--- config.mk ---
export PLATFORM = sky130hd
export DESIGN_NAME = clock_page_replacement
export DESIGN_NICKNAME = d
export VERILOG_FILES = /design/src/rtl/core/ccr_pkg.sv /design/src/rtl/core/clock_page_replacement.sv /design/src/rtl/core/ccr_hand_unit.sv
export SDC_FILE = /design/constraint.sdc
export NUM_CORES = 1
export LEC_CHECK = 0
export BUFFER_PORTS_ARGS = -buffer_cell sky130_fd_sc_hd__buf_2
export CAP_MARGIN = 15
export CORE_MARGIN = 3
export CORE_UTILIZATION = 40
export DETAILED_ROUTE_END_ITERATION = 10
export GPL_TIMING_DRIVEN = 0
export PLACE_DENSITY_LB_ADDON = 0.25
export SETUP_SLACK_MARGIN = 0.3
export SYNTH_ARGS = -nofsm -noshare
export SYNTH_HDL_FRONTEND = slang
export SYNTH_SLANG_ARGS = --single-unit
--- constraint.sdc ---
create_clock -name clk -period 4.8 [get_ports clk]
set_input_delay 0.24 -clock clk [delete_from_list [all_inputs] [get_ports clk]]
set_output_delay 0.24 -clock clk [all_outputs]
set_load 0.01 [all_outputs]
--- src/rtl/core/ccr_pkg.sv ---
package ccr_pkg;

  localparam int NUM_PAGES  = 32;
  localparam int MAX_FRAMES = 32;

  localparam int PAGE_W  = 5;   // page_number width
  localparam int FRAME_W = 5;   // frame index width
  localparam int CNT_W   = 6;   // frame_count / fill count width
  localparam int FAULT_W = 16;

  localparam logic [CNT_W-1:0]   FRAME_COUNT_RST = CNT_W'(MAX_FRAMES);
  localparam logic [FAULT_W-1:0] FAULT_MAX       = {FAULT_W{1'b1}};

  typedef logic [PAGE_W-1:0]  page_t;
  typedef logic [FRAME_W-1:0] frame_t;
  typedef logic [CNT_W-1:0]   cnt_t;
  typedef logic [FAULT_W-1:0] fault_t;

  // commands to the clock hand unit
  typedef struct packed {
    logic clear;
    logic step;
  } hand_cmd_t;

  // one result beat
  typedef struct packed {
    logic   hit;
    frame_t frame_number;
    logic   evicted_valid;
    page_t  evicted_page;
    fault_t fault_total;
  } result_t;

endpackage

--- src/rtl/core/clock_page_replacement.sv ---
// Channel  | Handshake             | Payload
// ---------+-----------------------+-------------------------------------------
// in       | in_valid / in_stall   | in_page_number
// out      | out_valid / out_stall | out_hit, out_frame_number,
//          |                       | out_evicted_valid, out_evicted_page,
//          |                       | out_fault_total
// cfg      | cfg_valid / cfg_ready | cfg_frame_count
//
// A hit or a miss with free frames goes through accept, lookup and emit.
// A miss with all frames filled adds a sweep step for each frame the hand visits,
// up to the active frame count plus one; the hand steps one frame per cycle.
// Reset (or any cfg write) clears residency, use bits, hand, fill and fault count.
// The next item is accepted while a finished result still sits in the output
// register; emit holds only while that register is full and out_stall is high.
module clock_page_replacement (
  input  logic        clk,
  input  logic        rst_n,

  input  logic        in_valid,
  output logic        in_stall,
  input  logic [4:0]  in_page_number,

  output logic        out_valid,
  input  logic        out_stall,
  output logic        out_hit,
  output logic [4:0]  out_frame_number,
  output logic        out_evicted_valid,
  output logic [4:0]  out_evicted_page,
  output logic [15:0] out_fault_total,

  input  logic        cfg_valid,
  output logic        cfg_ready,
  input  logic [5:0]  cfg_frame_count
);

  // sequencer states
  localparam logic [1:0] ST_IDLE  = 2'd0;  // waiting for a page beat
  localparam logic [1:0] ST_LOOK  = 2'd1;  // residency lookup
  localparam logic [1:0] ST_SWEEP = 2'd2;  // hand sweep for a victim
  localparam logic [1:0] ST_EMIT  = 2'd3;  // hand result to output register

  logic [1:0] state_r, state_nxt;

  ccr_pkg::cnt_t   frame_count_r;
  ccr_pkg::cnt_t   n_act;
  ccr_pkg::cnt_t   filled_r, filled_nxt;
  ccr_pkg::fault_t fault_r, fault_nxt, fault_inc;
  ccr_pkg::page_t  pg_r;

  logic [ccr_pkg::NUM_PAGES-1:0]  resident_r, resident_nxt;
  logic [ccr_pkg::MAX_FRAMES-1:0] use_r;

  // written before read after every clear: no reset, no valid bits
  ccr_pkg::frame_t page_frame_r  [ccr_pkg::NUM_PAGES];
  ccr_pkg::page_t  frame_owner_r [ccr_pkg::MAX_FRAMES];

  ccr_pkg::result_t res_r, res_nxt;
  ccr_pkg::result_t out_r;
  logic             out_valid_r;

  ccr_pkg::hand_cmd_t hand_cmd;
  ccr_pkg::frame_t    hand;

  logic            cfg_we;
  logic            in_take;
  logic            out_take;
  logic            out_load;

  // per-cycle update controls
  logic            load_en;     // install pg_r at the hand
  logic            set_use_en;
  ccr_pkg::frame_t set_use_idx;
  logic            clr_use_en;  // sweep clears use bit under the hand
  logic            evict_en;
  ccr_pkg::page_t  victim;

  logic            hit_c;
  ccr_pkg::frame_t hit_frame;

  assign cfg_ready = (state_r == ST_IDLE);
  assign cfg_we    = cfg_valid && cfg_ready;
  assign in_stall  = (state_r != ST_IDLE) || cfg_valid;
  assign in_take   = in_valid && !in_stall;
  assign out_take  = out_valid_r && !out_stall;
  assign out_load  = (state_r == ST_EMIT) && (!out_valid_r || !out_stall);

  // zero means one frame, above the array size saturates
  always_comb begin
    priority if (frame_count_r == '0) begin
      n_act = ccr_pkg::cnt_t'(1);
    end else if (frame_count_r > ccr_pkg::cnt_t'(ccr_pkg::MAX_FRAMES)) begin
      n_act = ccr_pkg::cnt_t'(ccr_pkg::MAX_FRAMES);
    end else begin
      n_act = frame_count_r;
    end
  end

  assign hit_c     = resident_r[pg_r];
  assign hit_frame = page_frame_r[pg_r];
  assign victim    = frame_owner_r[hand];
  assign fault_inc = (fault_r == ccr_pkg::FAULT_MAX) ? fault_r
                                                     : fault_r + ccr_pkg::fault_t'(1);

  ccr_hand_unit u_hand (
    .clk   (clk),
    .rst_n (rst_n),
    .cmd   (hand_cmd),
    .n_act (n_act),
    .hand  (hand)
  );

  always_comb begin
    state_nxt      = state_r;
    filled_nxt     = filled_r;
    fault_nxt      = fault_r;
    res_nxt        = res_r;
    load_en        = 1'b0;
    set_use_en     = 1'b0;
    set_use_idx    = hand;
    clr_use_en     = 1'b0;
    evict_en       = 1'b0;
    hand_cmd.clear = cfg_we;
    hand_cmd.step  = 1'b0;

    unique case (state_r)
      ST_IDLE: begin
        if (in_take) begin
          state_nxt = ST_LOOK;
        end
      end
      ST_LOOK: begin
        if (hit_c) begin
          set_use_en  = 1'b1;
          set_use_idx = hit_frame;
          res_nxt     = '{hit: 1'b1, frame_number: hit_frame, evicted_valid: 1'b0,
                          evicted_page: '0, fault_total: fault_r};
          state_nxt   = ST_EMIT;
        end else begin
          fault_nxt = fault_inc;
          if (filled_r < n_act) begin
            // free frame under the hand
            filled_nxt    = filled_r + ccr_pkg::cnt_t'(1);
            load_en       = 1'b1;
            set_use_en    = 1'b1;
            hand_cmd.step = 1'b1;
            res_nxt       = '{hit: 1'b0, frame_number: hand, evicted_valid: 1'b0,
                              evicted_page: '0, fault_total: fault_inc};
            state_nxt     = ST_EMIT;
          end else begin
            state_nxt = ST_SWEEP;
          end
        end
      end
      ST_SWEEP: begin
        hand_cmd.step = 1'b1;
        if (use_r[hand]) begin
          // second chance: clear and move on
          clr_use_en = 1'b1;
        end else begin
          evict_en   = 1'b1;
          load_en    = 1'b1;
          set_use_en = 1'b1;
          res_nxt    = '{hit: 1'b0, frame_number: hand, evicted_valid: 1'b1,
                         evicted_page: victim, fault_total: fault_r};
          state_nxt  = ST_EMIT;
        end
      end
      ST_EMIT: begin
        if (out_load) begin
          state_nxt = ST_IDLE;
        end
      end
      default: begin
        state_nxt = ST_IDLE;
      end
    endcase

    if (cfg_we) begin
      filled_nxt = '0;
      fault_nxt  = '0;
    end
  end

  // residency update; victim differs from pg_r, which missed
  always_comb begin
    resident_nxt = resident_r;
    if (evict_en) begin
      resident_nxt[victim] = 1'b0;
    end
    if (load_en) begin
      resident_nxt[pg_r] = 1'b1;
    end
  end

  // control state
  always_ff @(posedge clk) begin
    if (!rst_n) begin
      state_r       <= ST_IDLE;
      frame_count_r <= ccr_pkg::FRAME_COUNT_RST;
      filled_r      <= '0;
      fault_r       <= '0;
      resident_r    <= '0;
      use_r         <= '0;
      out_valid_r   <= 1'b0;
    end else begin
      state_r  <= state_nxt;
      filled_r <= filled_nxt;
      fault_r  <= fault_nxt;
      if (cfg_we) begin
        frame_count_r <= cfg_frame_count;
        resident_r    <= '0;
        use_r         <= '0;
      end else begin
        resident_r <= resident_nxt;
        if (clr_use_en) begin
          use_r[hand] <= 1'b0;
        end
        if (set_use_en) begin
          use_r[set_use_idx] <= 1'b1;
        end
      end
      if (out_load) begin
        out_valid_r <= 1'b1;
      end else if (out_take) begin
        out_valid_r <= 1'b0;
      end
    end
  end

  // payload and tables
  always_ff @(posedge clk) begin
    if (in_take) begin
      pg_r <= in_page_number;
    end
    if (load_en) begin
      frame_owner_r[hand] <= pg_r;
      page_frame_r[pg_r]  <= hand;
    end
    res_r <= res_nxt;
    if (out_load) begin
      out_r <= res_r;
    end
  end

  assign out_valid         = out_valid_r;
  assign out_hit           = out_r.hit;
  assign out_frame_number  = out_r.frame_number;
  assign out_evicted_valid = out_r.evicted_valid;
  assign out_evicted_page  = out_r.evicted_page;
  assign out_fault_total   = out_r.fault_total;

`ifndef SYNTHESIS
  a_hand_in_range: assert property (@(posedge clk) disable iff (!rst_n)
    {1'b0, hand} < n_act)
    else $error("clock hand beyond active frames");

  a_fill_bound: assert property (@(posedge clk) disable iff (!rst_n)
    filled_r <= n_act)
    else $error("fill count exceeds active frames");

  a_sweep_when_full: assert property (@(posedge clk) disable iff (!rst_n)
    state_r == ST_SWEEP |-> filled_r == n_act)
    else $error("sweep with free frames left");

  a_hit_no_evict: assert property (@(posedge clk) disable iff (!rst_n)
    out_valid_r |-> !(out_r.hit && out_r.evicted_valid))
    else $error("hit result carries an eviction");

  a_fault_monotonic: assert property (@(posedge clk) disable iff (!rst_n)
    $past(rst_n) && !$past(cfg_we) |-> fault_r >= $past(fault_r))
    else $error("fault count went down without a clear");
`endif

endmodule

--- src/rtl/core/ccr_hand_unit.sv ---
module ccr_hand_unit (
  input  logic                clk,
  input  logic                rst_n,
  input  ccr_pkg::hand_cmd_t  cmd,
  input  ccr_pkg::cnt_t       n_act,
  output ccr_pkg::frame_t     hand
);

  ccr_pkg::frame_t hand_r;
  ccr_pkg::frame_t hand_nxt;
  ccr_pkg::cnt_t   inc;

  // shared increment and wrap compare
  assign inc = {1'b0, hand_r} + ccr_pkg::cnt_t'(1);

  always_comb begin
    hand_nxt = hand_r;
    priority if (cmd.clear) begin
      hand_nxt = '0;
    end else if (cmd.step) begin
      hand_nxt = (inc >= n_act) ? '0 : inc[ccr_pkg::FRAME_W-1:0];
    end
  end

  always_ff @(posedge clk) begin
    if (!rst_n) begin
      hand_r <= '0;
    end else begin
      hand_r <= hand_nxt;
    end
  end

  assign hand = hand_r;

endmodule
== After elaboration in Yosys (flattened, before gate mapping) ==
Memories as Yosys holds them, arrays and structs flattened. A register that Yosys moved wholly into a read port is not among the register bits.
Index checks and enable logic that the tools add are counted.
Word-level totals
  bits in writable memories: 320
  bits of input ports: 16
  bits in latches: 0
  register bits: 161
  memory bits (read-only): 0
  memories: 2
Memory list
  frame_owner_r: depth 32, width 5, rd ports 1, clocked after memory_dff 1, write ports 1, line clock_page_replacement.sv:55  | ccr_pkg::page_t frame_owner_r [ccr_pkg::MAX_FRAMES];
  page_frame_r: depth 32, width 5, rd ports 1, clocked after memory_dff 1, write ports 1, line clock_page_replacement.sv:54  | ccr_pkg::frame_t page_frame_r [ccr_pkg::NUM_PAGES];
Operators by class
  equal/unequal tests: 8
  shift-type cells: 0
  divide/modulo/power cells: 0
  mux-type cells: 51
  multiply operators: 0
  add/subtract/negate cells: 3
  magnitude comparators: 11
  bitwise logic cells: 8
  reductions and logical operators: 23
Operators with widths (count)
  2-to-1 mux 32 bit: 6
  2-to-1 mux 28 bit: 3
  AND 32 bit: 2
  NOT 32 bit: 2
  OR 32 bit: 2
  case mux 28 bit (2 select lines): 1
  2-to-1 mux 5 bit: 6
  less-than comparator 5 x 6 -> 1 bit, second input constant: 4
  demux 1 bit (select 5 bit): 4
  >= comparator 5 x 1 -> 1 bit, second input constant: 4
  2-to-1 mux 1 bit: 19
  adder 16 x 1 -> 16 bit, second input constant: 1
  == test 16 bit, second input constant: 1
  2-to-1 mux 16 bit: 1
  2-to-1 mux 6 bit: 2
  binary-select mux 1 bit (select 5 bit): 2
  AND reduction 3 bit: 3
  logical AND 1 bit: 8
  case mux 2 bit (4 select lines): 1
  adder 5 x 1 -> 6 bit, second input constant: 1
  adder 6 x 1 -> 6 bit, second input constant: 1
  >= comparator 6 bit: 1
  > comparator 6 bit, second input constant: 1
  zero test 6 bit: 1
  other kinds (15): 27

== Longest topological paths before layout ==
  word-level depth: 11
  gate-level depth with buffers: 13
  depth with buffers taken out: 12

== Modules after synthesis ==
A second synthesis with hierarchy kept.
Second synthesis, totals
  cells, all modules: 1330
  area, all modules: 20308.2 um^2
Modules (own cells, without submodules)
  clock_page_replacement: instances 1, area each 19866.6 um^2, sequential area each 13442.9 um^2, cells each 1278
  ccr_hand_unit: instances 1, area each 441.7 um^2, sequential area each 100.1 um^2, cells each 52

== Worst setup path before layout ==
No wires, ideal clock.
  path type: register to register
  start: reg u_hand.hand_r[0], in the netlist u_hand.hand[0]
  end: reg res_r[0] in the netlist's numbering, enable pin
  setup time: 422 ps
  arrival: 3864 ps
  buffers on the path: 2
  data required time: 4378 ps
  slack: 514 ps
  cell stages (with the launch flop): 7
  cells stage by stage: dfxtp_1 buf_2 mux4_2 a221o_1 o21a_1 clkbuf_1 a21oi_1
On the way
  longest elaborated chain between the ends: 4
Ends and longest elaborated chain
  start: declaration: line ccr_hand_unit.sv:9  | ccr_pkg::frame_t hand_r;
  start signal: assignment: line ccr_hand_unit.sv:29  | hand_r <= hand_nxt;
  binary-select mux 1 bit (select 5 bit): line clock_page_replacement.sv:156  | if (use_r[hand]) begin
  2-to-1 mux 1 bit (implied by the code): line clock_page_replacement.sv:156
  inequality test 2 bit (no source line)
  AND reduction 3 bit (no source line)
  end signal: assignment: line clock_page_replacement.sv:239  | res_r <= res_nxt;
  end: declaration: line clock_page_replacement.sv:57  | ccr_pkg::result_t res_r, res_nxt;
No other way between the ends. The select of a mux whose other input is x is not followed.
A chain may end at the register's enable or synchronous reset.

== Worst setup path in the final report ==
  start: reg pg_r[4]
  end: mem frame_owner_r[0][0] in the netlist's numbering, enable pin
On the way
  longest elaborated chain between the ends: 6
Ends and longest elaborated chain
  start: declaration: line clock_page_replacement.sv:48  | ccr_pkg::page_t pg_r;
  start signal: assignment: line clock_page_replacement.sv:233  | pg_r <= in_page_number;
  binary-select mux 1 bit (select 5 bit): line clock_page_replacement.sv:98  | assign hit_c = resident_r[pg_r];
  2-to-1 mux 1 bit (implied by the code): line clock_page_replacement.sv:98
  2-to-1 mux 1 bit: line clock_page_replacement.sv:132  | if (hit_c) begin
  case mux 1 bit (2 select lines): line clock_page_replacement.sv:125  | unique case (state_r)
  2-to-1 mux 1 bit: line clock_page_replacement.sv:235  | if (load_en) begin
  2-to-1 mux 1 bit (implied by the code): line clock_page_replacement.sv:236  | frame_owner_r[hand] <= pg_r;
  end: declaration: line clock_page_replacement.sv:55
No other way between the ends. The select of a mux whose other input is x is not followed.

==> results by group <==
Clocking
  • CTS Buffer Depth: 3
  • # clock sinks: 491
  • Reg clk slew, reported paths: 0.06 ns
  • Clock buffer count from CTS: 50
  • Clock Latency Late Sink: 0.58 ns
  • TritonCTS clock tree: done
  • H-tree Lvls: 2
  • CTS root buf: clkbuf_16

Die
  • Row count: 81
  • Die width: 231 um
  • Die Ht: 231 um
  • Starting Density: 0.409
  • Io pins: 47
  • DIE AREA: 53,500 um^2
  • Core Region: 49,600 um^2

Logic synthesis
  • Post-synthesis net count: 1,356
  • Cells after Synth: 1,319
  • Synth Area per Inst: 15.4 um^2
  • #FFs+latches synth: 491
  • Synthesized cell area: 20,300 um^2
  • Seq/Total Area, Yosys: 0.672
  • Synth Flop Type: edfxtp_1
  • Synth async-reset ratio: 0
  • EDFF count, synth: 381
  • Synth cell types: 61
  • Yosys warnings: 0

Cells and area
  • Post-layout util: 0.473
  • FILL cells: 4,230
  • Nets: 1,476
  • Fraction of layout cells with a size suffix above 1: 0.210
  • Area grow syn2layout: 15.5%
  • Ant. Diodes: 0
  • Final non-filler cell total: 2,143

STA
  • Final setup fails: 0
  • Setup ws final: 0.596 ns
  • Slew Limit Fails: 0
  • Tmin final: 4.20 ns
  • Final Hold Vio Count: 0
  • Fmax: 238 MHz
  • Tcrit/Tclk final: 0.876
  • Post-Route Skew: 0.0157 ns
  • Worst Max-Slew Pin Slew: 1.12 ns
  • Slew HR: 0.233
  • RSZ-0062 raised after global routing: false

Routing
  • Vias per cell: 5.54
  • Post-route DRC violation count: 0
  • Via count: 11,900
  • Initial DRC count: 1,087
  • Wirelength per Cell: 22.7 um
  • Antenna Nets Post-Route: 0
  • DRT Pass-1 Iters: 6
  • Final wirelength: 48,600 um

Placement
  • Hpwl dp: 32,900 um
  • Port bufs: 45
  • RD Place Congestion: 0.888
  • Dpl ws: -0.219 ns
  • Dpl cells: 2,032

Worst setup path
  • Startpoint Class: register
  • Path type of the worst setup path: reg -> reg
  • Worst EP required: 5.01 ns
  • Critical path endpoint category: register
  • Crit-path max FO: 10
  • Crit path DAT: 4.41 ns

Min path
  • Hold Crit Class: in -> reg

GRT
  • Initial antenna violation count: 0
  • Gr usage total: 0.182
  • Vias in the first global route: 11,800
  • GR Overflow Total: 0
  • First-pass GRT wire length: 73,300 um
  • Largest net degree at the start of global routing: 39

Pwr
  • Max VDD drop: 0.000230 V
  • Total chip power: 9.19 mW
  • Lkg Pwr: 7.82 nW
  • Cell area power density: 392 nW/um^2

Job
  • Total of max-cap violations: 0

Status
  • Status: completed
-- flip-flops by register name (all words and copies together) (netlist names), 6 cells and up, named ones only --
| register | count |
|---|---|
| out_fault_total | 16 |
| frame_owner_r | 160 |
| fault_r | 16 |
| frame_count_r | 6 |
| filled_r | 6 |
| use_r | 32 |
| resident_r | 32 |
| res_r | 28 |
| page_frame_r | 160 |
-- metal layers --
metal / part of all wire / global-route usage / wire length (um)
met4: 0.035 / 0.0721 / 1680
met1: 0.43 / 0.256 / 20900
met5: 0 / 0 / 0
met3: 0.065 / 0.0300 / 3170
met2: 0.47 / 0.287 / 22800
-- final cells by class --
cell class / instances / area, um^2 / share of cell area
Buffer: 68 / 287 / 0.0122
Tap cell: 664 / 831 / 0.0355
Timing Repair Buffer: 68 / 541 / 0.0231
Multi-Input combinational cell: 711 / 6220 / 0.266
Clock inverter: 36 / 413 / 0.0176
Sequential cell: 491 / 13600 / 0.582
Inverter: 49 / 184 / 0.00785
Clock buffer: 56 / 1310 / 0.0557
-- final timing paths --
path                                       endpoint  startpoint  depth (start not counted)  slack, ns
worst min-delay path               frame_count_r[4]   cfg_valid                          3       0.08
worst min register to register   out_fault_total[2]    res_r[2]                          0       0.42
worst max-delay path            frame_owner_r[0][0]     pg_r[4]                         10       0.60
worst max register to register  frame_owner_r[0][0]     pg_r[4]                         10       0.60
-- through the flow --
step	hold WS, ns	TNS, ns	area [um^2]
6_report	0.0795	0	23400
5_1_grt	0.0855	0	23400
4_1_cts	0.0394	0	23300
3_5_place_dp	0.405	-6.32	21500
2_1_floorplan	0.339	0	20300
3_3_place_gp	0.403	-27.50	21300
-- cell usage after synthesis, drive strengths merged (10+ instances only) --
cell type	count	area, um^2
and2	11	68.8
xor2	15	131
mux2	13	146
ha	21	263
nand3	44	220
mux4	106	2390
edfxtp	381	11400
clkbuf	44	165
a32o	32	320
nand2	108	405
a21oi	47	235
nor3	10	60.1
dfxtp	110	2200
xnor2	11	96.3
nand4	17	106
inv	48	180
mux2i	30	304
nor2	85	354
nand2b	14	103
o21ai	54	270
buf	24	119
-- timing repair --
item,in CTS,in global routing
buffers inserted,4,1
resized for setup,3,8
hold buffers,12,0
endpoints found under the hold margin,17,0
setup endpoints to repair,297,120
gates cloned,0,0
-- layout by cell type, fill, tap and decap left out, drive strengths merged, types with 7 or more instances in the layout --
| master | n |
|---|---|
| mux2i | 30 |
| inv | 49 |
| xnor2 | 11 |
| nand2b | 14 |
| edfxtp | 381 |
| and2 | 11 |
| mux4 | 106 |
| bufinv | 8 |
| clkinv | 21 |
| clkinvlp | 7 |
| nand2 | 108 |
| or3 | 7 |
| clkbuf | 102 |
| buf | 78 |
| dfxtp | 110 |
| nor2b | 7 |
| a21oi | 47 |
| o21ai | 54 |
| xor2 | 15 |
| a32o | 32 |
| nor3 | 10 |
| nand4 | 17 |
| nor2 | 85 |
| mux2 | 13 |
| dlygate4sd3 | 12 |
| ha | 21 |
| nand3 | 44 |
-- logic make-up (layout without fill, tap and decap cells) --
family	after synthesis	count (layout)	share of synthesized area
flops	491	491	0.672
simple gates	335	335	0.0817
compound gates	180	180	0.0588
mux	149	149	0.140
buf+inv	117	277	0.0231
xor+xnor	26	26	0.0112
fa+ha+maj	21	21	0.0129
-- critical path: stages, from the launching register on --
cell and delay (ns):
edfxtp_1 0.57, clkbuf_1 0.36, nand3b_1 0.21, o22ai_1 0.10, o21ai_0 0.42, nand4_1 0.38
nor3_1 0.32, buf_2 0.28, o21a_1 0.26, nand2_1 0.39, nor2_1 0.54
-- where the power goes --
part	internal, mW	switching, mW
Combinational	0.177	0.323
Clock	2.40	1.64
Sequential	4.62	0.0315
Power figures use the tool's default switching activity.
